**config.mk**
```make
export PLATFORM = sky130hd
export DESIGN_NAME = y86_queue
export DESIGN_NICKNAME = d
export VERILOG_FILES = /design/src/sv/y86_pkg.sv /design/src/sv/y86_queue.sv
export SDC_FILE = /design/constraint.sdc
export NUM_CORES = 1
export LEC_CHECK = 0
export ABC_AREA = 1
export BUFFER_PORTS_ARGS = -buffer_cell sky130_fd_sc_hd__buf_2
export CAP_MARGIN = 20
export CELL_PAD_IN_SITES_DETAIL_PLACEMENT = 2
export CELL_PAD_IN_SITES_GLOBAL_PLACEMENT = 2
export CORE_MARGIN = 5
export CORE_UTILIZATION = 35
export CTS_CLUSTER_SIZE = 10
export DETAILED_ROUTE_END_ITERATION = 10
export PLACE_DENSITY = 0.72
export SLEW_MARGIN = 20
export SYNTH_ARGS = -nofsm -noshare
export SYNTH_HDL_FRONTEND = slang
export SYNTH_SLANG_ARGS = --single-unit
```
**constraint.sdc**
```tcl
create_clock -name clock -period 5.5 [get_ports clock]
set_input_delay 0.55 -clock clock [delete_from_list [all_inputs] [get_ports clock]]
set_output_delay 0.55 -clock clock [all_outputs]
set_load 0.01 [all_outputs]
```
**src/sv/y86_pkg.sv**
```systemverilog
// Shared types and constants for the Y86-64 instruction execute block.
// Holds opcodes, status codes, the decoded-instruction record and CSR indexes.
// No dependencies.
package y86_pkg;

   localparam int REG_COUNT  = 16;
   localparam int REG_IDX_W  = 4;
   localparam int SP_REG     = 4;
   localparam int WORD_BYTES = 8;

   localparam logic [63:0] SIGN64 = 64'h8000_0000_0000_0000;

   localparam logic [4:0] OP_NOP     = 5'd0;
   localparam logic [4:0] OP_HALT    = 5'd1;
   localparam logic [4:0] OP_RRMOVQ  = 5'd2;
   localparam logic [4:0] OP_IRMOVQ  = 5'd3;
   localparam logic [4:0] OP_RMMOVQ  = 5'd4;
   localparam logic [4:0] OP_MRMOVQ  = 5'd5;
   localparam logic [4:0] OP_PUSHQ   = 5'd6;
   localparam logic [4:0] OP_POPQ    = 5'd7;
   localparam logic [4:0] OP_CALL    = 5'd8;
   localparam logic [4:0] OP_RET     = 5'd9;
   localparam logic [4:0] OP_JMP     = 5'd10;
   localparam logic [4:0] OP_JEQ     = 5'd11;
   localparam logic [4:0] OP_JNE     = 5'd12;
   localparam logic [4:0] OP_JL      = 5'd13;
   localparam logic [4:0] OP_JLE     = 5'd14;
   localparam logic [4:0] OP_JG      = 5'd15;
   localparam logic [4:0] OP_JGE     = 5'd16;
   localparam logic [4:0] OP_ADDQ    = 5'd17;
   localparam logic [4:0] OP_SUBQ    = 5'd18;
   localparam logic [4:0] OP_MULQ    = 5'd19;
   localparam logic [4:0] OP_MODQ    = 5'd20;
   localparam logic [4:0] OP_DIVQ    = 5'd21;
   localparam logic [4:0] OP_ANDQ    = 5'd22;
   localparam logic [4:0] OP_XORQ    = 5'd23;
   localparam logic [4:0] OP_CMOVEQ  = 5'd24;
   localparam logic [4:0] OP_CMOVNE  = 5'd25;
   localparam logic [4:0] OP_CMOVL   = 5'd26;
   localparam logic [4:0] OP_CMOVLE  = 5'd27;
   localparam logic [4:0] OP_CMOVG   = 5'd28;
   localparam logic [4:0] OP_CMOVGE  = 5'd29;

   localparam logic [2:0] ST_OK   = 3'd0;
   localparam logic [2:0] ST_HALT = 3'd1;
   localparam logic [2:0] ST_ADDR = 3'd2;
   localparam logic [2:0] ST_DIV0 = 3'd3;
   localparam logic [2:0] ST_INV  = 3'd4;

   localparam logic CSR_MEM_BASE = 1'b0;
   localparam logic CSR_MEM_USED = 1'b1;

   typedef enum logic [3:0] {
      CLS_NOP, CLS_HALT, CLS_RRMOV, CLS_IRMOV, CLS_RMMOV, CLS_MRMOV, CLS_PUSH, CLS_POP,
      CLS_CALL, CLS_RET, CLS_JUMP, CLS_ALU, CLS_MUL, CLS_DIV, CLS_CMOV, CLS_INV
   } cls_type;

   typedef enum logic [2:0] {
      COND_ALWAYS, COND_EQ, COND_NE, COND_LT, COND_LE, COND_GT, COND_GE
   } cond_type;

   typedef enum logic [2:0] {
      ALU_ADD, ALU_SUB, ALU_AND, ALU_XOR, ALU_MOD, ALU_DIV
   } alu_type;

   typedef struct packed {
      cls_type         cls;
      cond_type        cond;
      alu_type         alu;
      logic [3:0]      ra;
      logic [3:0]      rb;
      logic [63:0]     vc;
   } dec_type;

endpackage

```
**src/sv/y86_queue.sv**
```systemverilog
// Two-entry queue of decoded instructions between the front and back ends.
// Depends on y86_pkg for the decoded record type.
module y86_queue (
   input  logic             clock,
   input  logic             reset,
   input  logic             push,
   input  y86_pkg::dec_type wdata,
   input  logic             pop,
   output logic             full,
   output logic             valid,
   output y86_pkg::dec_type rdata
);
   import y86_pkg::*;

   dec_type    entries_ff [2];
   logic       wp_ff;
   logic       rp_ff;
   logic [1:0] cnt_ff;

   assign full  = cnt_ff == 2'd2;
   assign valid = cnt_ff != 2'd0;
   assign rdata = entries_ff[rp_ff];

   always_ff @(posedge clock) begin
      if (push) begin
         entries_ff[wp_ff] <= wdata;
      end
   end

   always_ff @(posedge clock) begin
      if (reset) begin
         wp_ff  <= 1'b0;
         rp_ff  <= 1'b0;
         cnt_ff <= 2'd0;
      end else begin
         if (push) begin
            wp_ff <= !wp_ff;
         end
         if (pop) begin
            rp_ff <= !rp_ff;
         end
         if (push && !pop) begin
            cnt_ff <= cnt_ff + 2'd1;
         end else if (pop && !push) begin
            cnt_ff <= cnt_ff - 2'd1;
         end
      end
   end

endmodule

```
# Word level (Yosys, flattened, before mapping)

Memory sizes are Yosys's and may differ from the RTL's. A register that Yosys moved wholly into a read port is not among the register bits.
Cells that the tools add are included.

Bits in registers: 4
Memory bits (writable): 164
Input port bits: 86
Output and inout bits: 84
Word-level logic and storage cells: 21
Memories: 1

Memory list:

| name       | words | bits a word | read ports | clocked after Yosys merged registers in | wr ports | RTL line        | source |
|---|---|---|---|---|---|---|---|
| entries_ff | 2     | 82          | 1          | 1                                       | 1        | y86_queue.sv:15 | `dec_type entries_ff [2];` |

Add/sub/neg operators: 2
Eq/ne operators: 1
Multiplexer cells: 6
Reductions and logical operators: 8

Operators by type and width:

| kind                                              | number |
|---|---|
| logical NOT 1 bit                                 | 4 |
| 2-to-1 mux 1 bit                                  | 4 |
| 2-to-1 mux 2 bit                                  | 2 |
| nonzero test 2 bit                                | 2 |
| adder 2 x 1 -> 2 bit (second input constant)      | 1 |
| equality test 2 bit (second input constant)       | 1 |
| logical AND 1 bit                                 | 2 |
| subtractor 2 x 1 -> 2 bit (second input constant) | 1 |

# Longest topological paths before layout

Depth in word-level cells: 4
Mapped depth: 8
Gate-level depth less buffers: 8

# Least setup slack after synthesis

OpenSTA, ideal clock, no wires.

Path type: input-to-reg
Start point: input push
End point: memory entries_ff[0][0] in the netlist's numbering (enable)
Library setup time: 0.525 ns
Arrival: 4.025 ns
Data required time: 4.975 ns
Setup slack: 0.950 ns
Stages: 2
Path buffers: 0
Cell sequence: inv_1 nor2_1

Cells in the longest elaborated chain, start to end: 2

RTL lines:

| element                                | RTL line        | source |
|---|---|---|
| start, declared                        | y86_queue.sv:6  | `input logic push,` |
| 2-to-1 mux 1 bit                       | y86_queue.sv:25 | `if (push) begin` |
| 2-to-1 mux 1 bit (implied by the code) | y86_queue.sv:26 | `entries_ff[wp_ff] <= wdata;` |
| end, declared                          | y86_queue.sv:15 |  |

Every way passes these cells.

==> flow_summary_export.csv <==
group,metric,value,unit
min_path,hp-class,"in -> reg",
place,gp_congestion,0.665,
clock_tree,post_cts_resized,0,
timing,worst_slack,2.33,ns
cells_and_area,areaGrowthSynthToFinish,24.8,%
cells_and_area,layout.nets,558,
global_route,antenna_found_initial,2,
global_route,gr-total-overflow,0,
min_path,hp-start,"wdata[60]",
synthesis,synthCells,288,
die,fp.dieH,147,µm
global_route,grt_pass1_wl,20.5,mm
synthesis,avgSynthCellArea,22.7,µm²
global_route,met3_usage,0.0490,
global_route,grt-busiest-layer,"met2",
clock_tree,cts_setup_buffers,0,
synthesis,ys_seq_elements,169,
pwr,ir_drop,0.000205,V
global_route,grt_usage,0.125,
drt,drt_iter0_drc,95,
timing,setup_tns,0,ns
drt,firstDrtPassIters,4,
worst_setup_path,crit_required,4.95,ns
global_route,grt_use_met2,0.218,
die,start_util,0.352,
min_path,whs_path_depth,1,
timing,fin_skew,0.00667,ns
worst_setup_path,crit_type,"reg -> out",
cells_and_area,mostFrequentLayoutCell,"buf_2",
run_status,status,"complete, no violations",
worst_setup_path,r2r_cells,3,
pwr,p_leak,3.25,nW
global_route,grt_pass1_vias,3720,
cells_and_area,mostFrequentLayoutCells,"buf_2 (169), edfxtp_1 (164), mux2_4 (80)",
drt,drc,0,
die,io_pins,170,
min_path,holdPathEnd,"entries_ff[0][60]",
synthesis,yosysUniqueCellTypes,16,
clock_tree,clockBufferDepth,2,
synthesis,yosysWarningCount,0,
place,portBuffers,169,
synthesis,synth_top_area_share,0.752,
timing,hold_viol_final,0,
clock_tree,ctsHoldBuffers,0,
timing,setup_viol,0,
timing,period_share,0.576,
drt,route.detailed.wl_per_inst,18.6,µm
clock_tree,htreeDepth,4,
synthesis,synth_top_cell_by_area,"edfxtp_1",
cells_and_area,drive_above_1_share,0.587,
global_route,grt_max_degree,49,
synthesis,syn_nets,375,
worst_setup_path,rrSetupSlack,3.46,ns
pwr,power.total,3.03,mW
timing,relSlewSlack,0.411,
drt,wl,13.4,mm
worst_setup_path,cp_max_fo,46,
worst_setup_path,r2r-start,"wp_ff",
worst_setup_path,r2r-end,"entries_ff[1][52]",
worst_setup_path,critPathLaunchType,"register",
timing,whs,0.323,ns
place,dp_cells,686,
die,die_area,21500,µm²
cells_and_area,instances_no_fill,719,
drt,ant_nets,0,
clock_tree,clock-sinks,169,
clock_tree,cts-root-buf,"clkbuf_16",
worst_setup_path,endpoint_kind,"output pin",
place,hpwl,9.31,mm
synthesis,netlist_area,6550,µm²
clock_tree,cts_tree,"yes",
timing,slew_violations,0,
drt,viasPerCell,4.51,
place,dp_slack,2.69,ns
timing,period_minus_slack,3.17,ns
clock_tree,clock_latency,0.41,ns
timing,fmax,0.316,GHz
flow_run,cap_violations,0,
clock_tree,numCtsBuffers,17,
timing,worstMarginPinSlew,0.883,ns
clock_tree,clk_pin_slew,0.06,ns
die,fp.dieW,147,µm
die,num_rows,50,
die,coreArea,18600,µm²
global_route,grt_util_met1,0.139,
drt,via_count,3241,
timing,rsz0062_at_grt,"no",
pwr,powerDensity,371,nW/µm²
synthesis,synth-seq-area-share,0.768,
synthesis,synth_area_leaders,"edfxtp_1 (75%), mux2_4 (18%), buf_12 (2.4%)",
worst_setup_path,worst-endpoint-arrival,2.62,ns
## per-layer routing
metal / wire (µm) / share of wire
met5: 7 / 0.00052
met4: 208 / 0.016
met3: 875 / 0.065
met2: 7140 / 0.53
met1: 5170 / 0.39
## power by group
part           total [mW]  switching, mW  leakage, nW  internal, mW
Sequential           1.53         0.0366         1.58          1.49
Clock                1.18          0.467        0.277         0.713
Combinational       0.326          0.152         1.39         0.173
## cell usage after synthesis
cell / n
edfxtp_1: 164
mux2_4: 80
inv_1: 9
buf_12: 8
nand2_1: 6
nor2_1: 6
dfxtp_1: 5
mux2_2: 2
a21oi_1: 1
buf_6: 1
ha_1: 1
nand3_1: 1
nand4_1: 1
nor3_1: 1
o21ai_0: 1
xnor2_1: 1
## critical path, stage by stage (launching register included)
cell and delay, ns:
dfxtp_4 0.92, buf_4 0.70, mux2_2 0.41, buf_2 0.14
## through the flow
stage	area [µm²]	utilization
after floorplan	6550	-
after global placement	7550	0.406
after detailed placement	7580	0.408
after CTS	8160	0.439
after global routing	8170	0.440
final	8170	0.440
## flip-flops by register name, indices dropped and copies added, names as in the netlist, named ones only
signal,cells
cnt_ff,2
entries_ff,164
rp_ff,1
wp_ff,1
## cells by family (layout without fill, tap and decap cells)
group           count (synthesis)  after routing  share of synthesized area
compound gates                  2              2                    0.00153
xor+xnor                        1              1                    0.00134
fa+ha+maj                       1              1                    0.00191
buf+inv                        18            214                     0.0313
flops                         169            169                      0.768
mux                            82             82                      0.187
other cells                     0              1                          0
simple gates                   15             15                    0.00936
## worst max path at each step
stage,endpoint,slack (ns),depth (start not counted)
2_1_floorplan,entries_ff[0][0],0.95,2
3_3_place_gp,rdata[73],2.71,3
3_5_place_dp,rdata[73],2.69,3
4_1_cts,rdata[73],2.24,3
5_1_grt,rdata[73],2.18,3
6_report,rdata[73],2.33,3
## final cells by class
| cell class | count | area (µm²) |
|---|---|---|
| diodes | 1 | 2.50 |
| clock buffers | 20 | 437 |
| clock inverters | 12 | 151 |
| fillers | 1726 | 10400 |
| inverters | 9 | 35.0 |
| multi-input cells | 101 | 1320 |
| flip-flops and latches | 169 | 5030 |
| well taps | 234 | 293 |
| repair buffers | 173 | 896 |
Power figures use the tool's default switching activity.
