$ cat config.mk
export PLATFORM = sky130hd
export DESIGN_NAME = y86_front
export DESIGN_NICKNAME = d
export VERILOG_FILES = /design/src/sv/y86_pkg.sv /design/src/sv/y86_front.sv
export SDC_FILE = /design/constraint.sdc
export NUM_CORES = 1
export LEC_CHECK = 0
export BUFFER_PORTS_ARGS = -buffer_cell sky130_fd_sc_hd__buf_2
export CAP_MARGIN = 15
export CORE_ASPECT_RATIO = 1.75
export CORE_MARGIN = 4
export CORE_UTILIZATION = 26
export DETAILED_ROUTE_END_ITERATION = 8
export PLACE_DENSITY = 0.84
export SLEW_MARGIN = 20
export SYNTH_ARGS = -nofsm -noshare
export SYNTH_HDL_FRONTEND = slang
export SYNTH_SLANG_ARGS = --single-unit
$ cat constraint.sdc
create_clock -name vclk -period 1
set_clock_uncertainty 0.1 [all_clocks]
set_input_delay 0.1 -clock vclk [all_inputs]
set_output_delay 0.1 -clock vclk [all_outputs]
set_load 0.01 [all_outputs]
$ cat src/sv/y86_pkg.sv
// Shared types and constants for the Y86-64 instruction execute block.
// Holds opcodes, status codes, the decoded-instruction record and CSR indexes.
// No dependencies.
package y86_pkg;

   localparam int REG_COUNT  = 16;
   localparam int REG_IDX_W  = 4;
   localparam int SP_REG     = 4;
   localparam int WORD_BYTES = 8;

   localparam logic [63:0] SIGN64 = 64'h8000_0000_0000_0000;

   localparam logic [4:0] OP_NOP     = 5'd0;
   localparam logic [4:0] OP_HALT    = 5'd1;
   localparam logic [4:0] OP_RRMOVQ  = 5'd2;
   localparam logic [4:0] OP_IRMOVQ  = 5'd3;
   localparam logic [4:0] OP_RMMOVQ  = 5'd4;
   localparam logic [4:0] OP_MRMOVQ  = 5'd5;
   localparam logic [4:0] OP_PUSHQ   = 5'd6;
   localparam logic [4:0] OP_POPQ    = 5'd7;
   localparam logic [4:0] OP_CALL    = 5'd8;
   localparam logic [4:0] OP_RET     = 5'd9;
   localparam logic [4:0] OP_JMP     = 5'd10;
   localparam logic [4:0] OP_JEQ     = 5'd11;
   localparam logic [4:0] OP_JNE     = 5'd12;
   localparam logic [4:0] OP_JL      = 5'd13;
   localparam logic [4:0] OP_JLE     = 5'd14;
   localparam logic [4:0] OP_JG      = 5'd15;
   localparam logic [4:0] OP_JGE     = 5'd16;
   localparam logic [4:0] OP_ADDQ    = 5'd17;
   localparam logic [4:0] OP_SUBQ    = 5'd18;
   localparam logic [4:0] OP_MULQ    = 5'd19;
   localparam logic [4:0] OP_MODQ    = 5'd20;
   localparam logic [4:0] OP_DIVQ    = 5'd21;
   localparam logic [4:0] OP_ANDQ    = 5'd22;
   localparam logic [4:0] OP_XORQ    = 5'd23;
   localparam logic [4:0] OP_CMOVEQ  = 5'd24;
   localparam logic [4:0] OP_CMOVNE  = 5'd25;
   localparam logic [4:0] OP_CMOVL   = 5'd26;
   localparam logic [4:0] OP_CMOVLE  = 5'd27;
   localparam logic [4:0] OP_CMOVG   = 5'd28;
   localparam logic [4:0] OP_CMOVGE  = 5'd29;

   localparam logic [2:0] ST_OK   = 3'd0;
   localparam logic [2:0] ST_HALT = 3'd1;
   localparam logic [2:0] ST_ADDR = 3'd2;
   localparam logic [2:0] ST_DIV0 = 3'd3;
   localparam logic [2:0] ST_INV  = 3'd4;

   localparam logic CSR_MEM_BASE = 1'b0;
   localparam logic CSR_MEM_USED = 1'b1;

   typedef enum logic [3:0] {
      CLS_NOP, CLS_HALT, CLS_RRMOV, CLS_IRMOV, CLS_RMMOV, CLS_MRMOV, CLS_PUSH, CLS_POP,
      CLS_CALL, CLS_RET, CLS_JUMP, CLS_ALU, CLS_MUL, CLS_DIV, CLS_CMOV, CLS_INV
   } cls_type;

   typedef enum logic [2:0] {
      COND_ALWAYS, COND_EQ, COND_NE, COND_LT, COND_LE, COND_GT, COND_GE
   } cond_type;

   typedef enum logic [2:0] {
      ALU_ADD, ALU_SUB, ALU_AND, ALU_XOR, ALU_MOD, ALU_DIV
   } alu_type;

   typedef struct packed {
      cls_type         cls;
      cond_type        cond;
      alu_type         alu;
      logic [3:0]      ra;
      logic [3:0]      rb;
      logic [63:0]     vc;
   } dec_type;

endpackage

$ cat src/sv/y86_front.sv
// Front end: accepts instruction transactions and classifies the opcode.
// Depends on y86_pkg; feeds the decoded record into y86_queue.
module y86_front (
   input  logic             req_valid,
   output logic             req_ready,
   input  logic [4:0]       req_type,
   input  logic [3:0]       req_reg_a,
   input  logic [3:0]       req_reg_b,
   input  logic [63:0]      req_const_val,
   input  logic             q_full,
   input  logic             clearing,
   output logic             push,
   output y86_pkg::dec_type dec
);
   import y86_pkg::*;

   assign req_ready = !q_full && !clearing;
   assign push      = req_valid && req_ready;

   always_comb begin
      dec.cls  = CLS_INV;
      dec.cond = COND_ALWAYS;
      dec.alu  = ALU_ADD;
      dec.ra   = req_reg_a;
      dec.rb   = req_reg_b;
      dec.vc   = req_const_val;
      unique case (req_type)
         OP_NOP:    dec.cls = CLS_NOP;
         OP_HALT:   dec.cls = CLS_HALT;
         OP_RRMOVQ: dec.cls = CLS_RRMOV;
         OP_IRMOVQ: dec.cls = CLS_IRMOV;
         OP_RMMOVQ: dec.cls = CLS_RMMOV;
         OP_MRMOVQ: dec.cls = CLS_MRMOV;
         OP_PUSHQ:  dec.cls = CLS_PUSH;
         OP_POPQ:   dec.cls = CLS_POP;
         OP_CALL:   dec.cls = CLS_CALL;
         OP_RET:    dec.cls = CLS_RET;
         OP_JMP:    dec.cls = CLS_JUMP;
         OP_JEQ: begin
            dec.cls  = CLS_JUMP;
            dec.cond = COND_EQ;
         end
         OP_JNE: begin
            dec.cls  = CLS_JUMP;
            dec.cond = COND_NE;
         end
         OP_JL: begin
            dec.cls  = CLS_JUMP;
            dec.cond = COND_LT;
         end
         OP_JLE: begin
            dec.cls  = CLS_JUMP;
            dec.cond = COND_LE;
         end
         OP_JG: begin
            dec.cls  = CLS_JUMP;
            dec.cond = COND_GT;
         end
         OP_JGE: begin
            dec.cls  = CLS_JUMP;
            dec.cond = COND_GE;
         end
         OP_ADDQ:   dec.cls = CLS_ALU;
         OP_SUBQ: begin
            dec.cls = CLS_ALU;
            dec.alu = ALU_SUB;
         end
         OP_MULQ:   dec.cls = CLS_MUL;
         OP_MODQ: begin
            dec.cls = CLS_DIV;
            dec.alu = ALU_MOD;
         end
         OP_DIVQ: begin
            dec.cls = CLS_DIV;
            dec.alu = ALU_DIV;
         end
         OP_ANDQ: begin
            dec.cls = CLS_ALU;
            dec.alu = ALU_AND;
         end
         OP_XORQ: begin
            dec.cls = CLS_ALU;
            dec.alu = ALU_XOR;
         end
         OP_CMOVEQ: begin
            dec.cls  = CLS_CMOV;
            dec.cond = COND_EQ;
         end
         OP_CMOVNE: begin
            dec.cls  = CLS_CMOV;
            dec.cond = COND_NE;
         end
         OP_CMOVL: begin
            dec.cls  = CLS_CMOV;
            dec.cond = COND_LT;
         end
         OP_CMOVLE: begin
            dec.cls  = CLS_CMOV;
            dec.cond = COND_LE;
         end
         OP_CMOVG: begin
            dec.cls  = CLS_CMOV;
            dec.cond = COND_GT;
         end
         OP_CMOVGE: begin
            dec.cls  = CLS_CMOV;
            dec.cond = COND_GE;
         end
         default:   dec.cls = CLS_INV;
      endcase
   end

endmodule

; ---- Yosys cells after proc, flatten, opt, wreduce, memory -nomap -nowiden
; Index checks and enable logic that the tools add are counted.
; W data, S select, Z words.
[totals]
memories = 0
romBits = 0
register_bits = 0
ramBits = 0
input_bits = 80
latchBits = 0
out_inout_bits = 84
wordCells = 47
[classes]
add_sub_neg = 0
shift = 0
n_eq_ne = 29
div = 0
muxes = 3
bitwise_logic = 0
magnitude_cmp = 0
reduce_logical = 15
multipliers = 0
[ops]
columns = operator, n
row1 = $eq A5 B5 Y1 const B, 14
row2 = $pmux W4 S15, 1
row3 = $eq A5 B4 Y1 const B, 8
row4 = $eq A5 B3 Y1 const B, 4
row5 = $pmux W3 S6, 1
row6 = $pmux W3 S5, 1
row7 = $reduce_or A2 Y1, 7
row8 = $eq A5 B2 Y1 const B, 2
row9 = $reduce_or A7 Y1, 1
row10 = $reduce_or A6 Y1, 1
row11 = $eq A5 B1 Y1 const B, 1
row12 = $logic_not A5 Y1, 1
row13 = $reduce_or A4 Y1, 1
row14 = $logic_and A1 B1 Y1, 2
row15 = $logic_not A1 Y1, 2

; ---- Longest topological paths before layout
; Gate-level depths: netlist of the first run.
[logic_depth]
depth_word = 3
depth_mapped = 5
mapped_depth_nobuf = 3

; ---- Least setup slack after synthesis of the first run
; Ideal clock, no wire load.
[synth_timing]
kind = input to output
startpoint = input req_type[1]
endpoint = output dec[77] in the netlist's numbering
n_path_buf = 1
arrival_ns = 0.824
required_time_ns = 0.800
path_stages = 3
path_slack_ns = -0.024
path_cell_list = buf_6 or4_1 nand3_1
[synth_rtl]
columns = item, line_no
row1 = from (decl), y86_front.sv:6  ; input logic [4:0] req_type,
row2 = to (decl), y86_front.sv:13  ; output y86_pkg::dec_type dec

==> results.cfg, run 1 <==
[routing]
wirelength_mm = 2.89
drtIter0Drc = 7
num_vias = 550
viasPerCell = 4.66
wl_per_cell_um = 24.5
drc = 0
first_pass_iters = 2
postRouteAntennaNets = 0

[sta]
worst_slack_ns = -0.129
fin_crit_sh_pct = 113
setup_viol = 4
fmax_mhz = 886
final_max_slew_viol_count = 0
fin_crit_ns = 1.13
timing.hold.ws_ns = 0.100
rsz0062_at_grt = true
tightest_slew_ns = 0.184
relSlewSlack_pct = 87.7
hold_viol = 0

[placement]
dp_hpwl_mm = 2.36
place_inst = 113
dp_worst_setup_slack_ns = -0.167
routabilityCongestion = 0.761
port_buffers = 20

[floorplanning]
initial_utilization_pct = 27.5
num_rows = 26
dieArea_sq_mm = 0.00412
die_h_um = 82.0
core_area_sq_mm = 0.00296
io_pins = 164
fp.dieW_um = 50.3

[worst_setup_path]
crit_end = dec[77]
crit_type = in2out
end_kind = output pin
start_kind = primary input
crit_start = req_type[3]
cp.arrival_ns = 0.93
required_ns = 0.80
crit_fanout = 5

[global_route]
grt_pass1_vias = 545
grt_use_total_pct = 11.5
grt_pass1_wl_mm = 3.44
grt_antenna_before_repair = 0
globalRouteOverflowTotal = 0
grt_max_degree = 12

[pwr]
vdd_ir_drop_max_v = 0.000113
powerDensity_mw_per_mm2 = 426
leakage_nw = 0.336

[finish]
clock_buffers = 0
nNetsFinal = 158
syn2layout_area_growth_pct = -9.85
n_antenna_cell = 0
n_fill_cell = 331
final_cells = 118
drive_gt1_share_pct = 67.1
regArea_sq_um = 0
final_util_pct = 24.8
multi_input_area_sq_um = 298
nFlopsAndLatches = 0

[clock_network]
holdBufCountCts = 0

[yosys]
synthesis.nets = 197
ys_seq_area_share_pct = 0
synthCells = 117
synthDistinctLibCells = 25
syn_area_sq_um = 813
syn_avg_cell_area_sq_um = 6.95
ys_warn_count = 0

[run]
cap_violations = 0

[status]
outcome = finished with violations
violations = setup timing

[worst_hold_path]
hp-class = in2out
min_from = req_const_val[12]
==> cell type report <==
class | count | share of cell area, %
Timing Repair Buffer | 37 | 51.7
Tap cell | 42 | 7.17
Multi-Input combinational cell | 38 | 40.6
Inverter | 1 | 0.512
==> power breakdown <==
group / switching, mW / internal, mW
Clock: 0 / 0
Sequential: 0 / 0
Combinational: 0.133 / 0.179
Total: 0.133 / 0.179
==> kinds of logic (layout without fill, tap and decap cells) <==
family / count (synthesis) / after routing / share of synthesized area [%]
buffers and inverters: 79 / 38 / 71.4
xor gates and xnor gates: 2 / 2 / 2.15
and+or+nand+nor: 23 / 23 / 16.8
AOI/OAI and AO/OA: 13 / 13 / 9.69
==> cell usage in the layout, fill, tap and decap left out, types with 2 or more instances in the layout <==
cell	count
nand3_1	2
clkbuf_16	2
buf_6	9
nor3b_2	3
buf_2	13
buf_8	2
nand2_1	2
nand3b_1	2
buf_4	7
o21ai_1	4
buf_12	4
nor2_1	4
a21oi_1	2
==> through the flow <==
step	total power [mW]	cell area, sq um	TNS [ns]
finish	0.312	733	-0.290
global route	0.336	733	-0.567
CTS	0.228	543	-0.474
detailed placement	0.208	500	-0.849
global placement	0.203	500	-0.741
floorplan	0.405	822	0
==> worst min path at each step <==
stage                     cells after the start  slack, ns   endpoint
after floorplan                               1       0.15  req_ready
after global placement                        0       0.10    dec[56]
after detailed placement                      0       0.10    dec[56]
after CTS                                     0       0.10    dec[56]
after global routing                          0       0.10     dec[0]
final                                         0       0.10    dec[12]
==> timing repair <==
| item | 4_1_cts | 5_1_grt |
|---|---|---|
| pin swaps | 1 | 6 |
| setup endpoints to repair | 9 | 9 |
| gates cloned | 0 | 3 |
| buffers inserted | 0 | 2 |
| resized for setup | 12 | 29 |
==> critical path: stages <==
cell and delay (ns):
buf_12 0.11, nand2b_4 0.13, or4_4 0.41, nand3_2 0.08, buf_6 0.10
==> metal layers <==
metal	vias to the layer above	share of wire (%)	global-route usage (%)
li1	221	-	-
met1	229	15	4.73
met2	50	45	18.5
met3	50	26	11.1
met4	0	14	17.5
met5	-	0	0
==> Yosys cell counts <==
master	number	area, sq um
nor2_1	4	15.0
buf_2	5	25.0
buf_6	1	11.3
nand3_1	3	15.0
a21boi_1	1	7.51
nand3b_1	2	15.0
xor2_1	2	17.5
inv_1	1	3.75
o21ai_1	4	20.0
o211ai_1	1	7.51
nor3b_1	3	22.5
nand2b_4	1	13.8
and2_1	1	6.26
or4_1	1	7.51
a32o_1	1	10.0
o22ai_1	1	6.26
o21ai_0	1	5.00
nand2_1	4	15.0
a21oi_1	3	15.0
or2_2	1	6.26
o31ai_1	1	7.51
buf_4	72	541
nor3_1	1	5.00
nand2b_1	1	6.26
and3b_1	1	8.76
Note: power is estimated with default switching activity, not from simulation.
==> inputs of run 2 (changes only) <==
CORE_AREA = 4 4 61 63   (was unset)
CORE_ASPECT_RATIO = unset   (was 1.75)
CORE_MARGIN = unset   (was 4)
CORE_UTILIZATION = unset   (was 26)
DIE_AREA = 0 0 65 67   (was unset)
PLACE_DENSITY = 0.83   (was 0.84)
clock period = 1.5 ns   (was 1 ns; I/O delays follow)
==> run 2 against run 1 <==
- the run now ends clean
- clock-buffer cell count unchanged
- hold slack improved by 0.10 ns
- total power decreased by 66%
- sequential share of layout area unchanged
- largest cell class is now multi-input combinational cells
==> results.cfg, run 2 (synthesis results as in run 1) <==
[status]
outcome = completed

[clock_network]
cts_setup_buffers = 0
holdBufCountCts = 0
cts_resized = 0

[routing]
viasPerCell = 4.35
first_pass_iters = 3
drc = 0
wl_per_cell_um = 13.5
drtIter0Drc = 38
num_vias = 465
wirelength_mm = 1.45
postRouteAntennaNets = 0

[global_route]
grt_max_degree = 18
busiest_layer = met2
grt_pass1_vias = 383
grt_antenna_before_repair = 0
met3_usage_pct = 3.37
globalRouteOverflowTotal = 0
use_met2_pct = 8.94
grt_pass1_wl_mm = 2.00
met1_usage_pct = 4.17
grt_use_total_pct = 5.68

[finish]
nFlopsAndLatches = 0
drive_gt1_share_pct = 39.3
regArea_sq_um = 0
n_antenna_cell = 0
syn2layout_area_growth_pct = -49.7
nNetsFinal = 143
clock_buffers = 0
final_cell_mix = buf_2, nand2_1, nor2_1, o21ai_1
final_common_cell = buf_2

[floorplanning]
dieArea_sq_mm = 0.00436
num_rows = 21
core_area_sq_mm = 0.00323
fp.dieW_um = 65
initial_utilization_pct = 25.2
io_pins = 164
die_h_um = 67

[placement]
routabilityCongestion = 0.678
port_buffers = 20
dp_hpwl_mm = 1.21

[worst_setup_path]
start_kind = primary input
end_kind = output pin
crit_type = in2out
required_ns = 1.25
cp.arrival_ns = 1.09
crit_fanout = 12

[worst_hold_path]
hp-class = in2out

[pwr]
powerDensity_mw_per_mm2 = 261
leakage_nw = 0.186
vdd_ir_drop_max_v = 0.0000258
total_power_mw = 0.107

[sta]
rsz0062_at_grt = false
tightest_slew_ns = 0.253
timing.hold.ws_ns = 0.200
fmax_mhz = 747
relSlewSlack_pct = 83.1
final_max_slew_viol_count = 0
setup_viol = 0
tns_ns = 0
hold_viol = 0
fin_crit_ns = 1.34
fin_crit_sh_pct = 89.3

[run]
cap_violations = 0
## run 2: changes by cell type in the layout (fill, tap and decap cells not counted), sizes merged
| cell | change |
|---|---|
| clkbuf | -2 |
| buf | -13 |
## run 2: critical path: stages
cell,delay (ns)
buf_2,0.22
nand2b_4,0.10
or4_1,0.40
nand3_1,0.10
buf_2,0.13
## run 2: worst paths after layout
path / from / to / cells after the start
setup / recovery: req_type[4] / dec[77] / 5
hold / removal: req_const_val[12] / dec[12] / 0
## run 2: power breakdown
| part | leakage (nW) | switching [mW] | internal (mW) | total (mW) |
|---|---|---|---|---|
| Sequential | 0 | 0 | 0 | 0 |
| Clock | 0 | 0 | 0 | 0 |
| Combinational | 0.186 | 0.0598 | 0.0471 | 0.107 |
| Total | 0.186 | 0.0598 | 0.0471 | 0.107 |
## run 2: stage by stage
stage                     utilization (%)  cells  setup slack, ns  area, sq um
after floorplan                         -    117            0.376          813
after global placement               12.7    107            0.189          409
after detailed placement             12.7    107            0.158          409
after CTS                            12.7    107            0.159          409
after global routing                 12.7    107            0.105          409
final                                12.7    107            0.161          409
## run 2: cell type report
class	count	area (sq um)
multi-input combinational	38	233
tap	46	57.6
fill	375	2820
inverter	1	3.75
timing repair buffer	22	115
## run 2: per-layer routing
layer | share of wire, % | wire length (um)
met3 | 20 | 286
met5 | 0 | 0
met1 | 26 | 375
met4 | 11 | 165
met2 | 43 | 622
==> inputs of run 3 (changes only) <==
ABC_AREA = 1   (was unset)
CORE_AREA = 4 4 62 64   (was 4 4 61 63)
DIE_AREA = 0 0 66 68   (was 0 0 65 67)
==> run 3 against run 2 <==
- area after synthesis up 9.2%
- wire length up 16%
- hold slack unchanged
- cell count up 20%
- sequential share of layout area unchanged
- cell area up 18%
- utilization up 2.0 points
- total power up 19%
- via count up 17%
- synthesized cell count up 17%
==> results.cfg, run 3 <==
[yosys]
synthesis.nets = 217
synthTopCellsByArea = buf_4, nand3_2, nand2_1
synth.largest_area_cell = buf_4
ys_seq_area_share_pct = 0
synthDistinctLibCells = 20
ys_warn_count = 0
synth.most_common_cell = buf_4
synth_top_area_share_pct = 61.7
synth_commonest_cells = buf_4, nand2_1, nor2_1
syn_avg_cell_area_sq_um = 6.48
syn_area_sq_um = 888
synthCells = 137

[worst_setup_path]
crit_type = in2out
end_kind = output pin
critPathSlowestCell = buf_2
required_ns = 1.25
cp.arrival_ns = 1.09
max_stage_delay_ns = 0.21
critPathTopFamily = buffers and inverters
path_cells = buf_2 > inv_1 > nor2_2 > nand2_2 > o21ai_2 > inv_1 > nand3_2 > buf_2
crit_fanout = 12
start_kind = primary input
critPathBufInv = 4

[global_route]
grt_pass1_vias = 542
grt_max_degree = 13
globalRouteOverflowTotal = 0
grt_use_total_pct = 6.86
grt_antenna_before_repair = 0
grt_pass1_wl_mm = 2.53

[finish]
final_util_pct = 14.7
nNetsFinal = 164
nFlopsAndLatches = 0
final_common_cell = buf_2
clock_buffers = 0
final_cells = 128
syn2layout_area_growth_pct = -45.8
n_antenna_cell = 0
regArea_sq_um = 0
final_cell_mix = buf_2, nand2_1, nor2_1
drive_gt1_share_pct = 46.3

[routing]
viasPerCell = 4.25
wl_per_cell_um = 13.1
num_vias = 544
first_pass_iters = 4
postRouteAntennaNets = 0
wirelength_mm = 1.68
drc = 0
drtIter0Drc = 55

[sta]
timing.hold.ws_ns = 0.200
setup_viol = 0
tns_ns = 0
tightest_slew_ns = 0.279
final_max_slew_viol_count = 0
relSlewSlack_pct = 81.2
fin_crit_sh_pct = 89.1
hold_viol = 0
fin_crit_ns = 1.34
rsz0062_at_grt = false
fmax_mhz = 748

[clock_network]
holdBufCountCts = 0
cts_resized = 0
cts_setup_buffers = 0

[run]
cap_violations = 0

[pwr]
vdd_ir_drop_max_v = 0.0000371
total_power_mw = 0.127
leakage_nw = 0.267
powerDensity_mw_per_mm2 = 264

[status]
outcome = completed

[floorplanning]
io_pins = 164
num_rows = 21
fp.dieW_um = 66
core_area_sq_mm = 0.00328
dieArea_sq_mm = 0.00449
die_h_um = 68
initial_utilization_pct = 27.0

[placement]
port_buffers = 20
place_inst = 128
dp_hpwl_mm = 1.40
routabilityCongestion = 0.872

[worst_hold_path]
hp-class = in2out
run 3: worst paths after layout:
check | start | to | slack [ns] | depth (start not counted)
hold / removal | req_const_val[13] | dec[13] | 0.20 | 0
setup / recovery | req_type[4] | dec[79] | 0.16 | 8
run 3: area by class of cell:
class	count	area, sq um
tap	46	57.6
fill	395	2800
timing repair buffer	20	100
inverter	10	40.0
multi-input combinational	52	284
run 3: metal layers:
layer  global-route usage (%)  share of wire, %
met2                     11.6                45
met1                     5.43                27
met3                     4.27                18
met5                        0                 0
met4                     6.35               9.8
run 3: where the power goes:
group / internal (mW) / switching, mW / leakage (nW)
registers: 0 / 0 / 0
clock network: 0 / 0 / 0
logic: 0.0477 / 0.0796 / 0.267
total: 0.0477 / 0.0796 / 0.267
run 3: cells by family (layout without fill, tap and decap cells):
| group | after synthesis | in the layout | synth area share [%] |
|---|---|---|---|
| buffers and inverters | 85 | 30 | 68.0 |
| AND/OR/NAND/NOR | 44 | 44 | 26.8 |
| AO/OA/AOI/OAI | 8 | 8 | 5.21 |
run 3: per-stage QoR:
step	instance area (sq um)	worst slack [ns]
after detailed placement	482	0.160
after floorplan	888	0.433
final	482	0.164
after global routing	482	0.0198
after CTS	482	0.162
after global placement	482	0.180
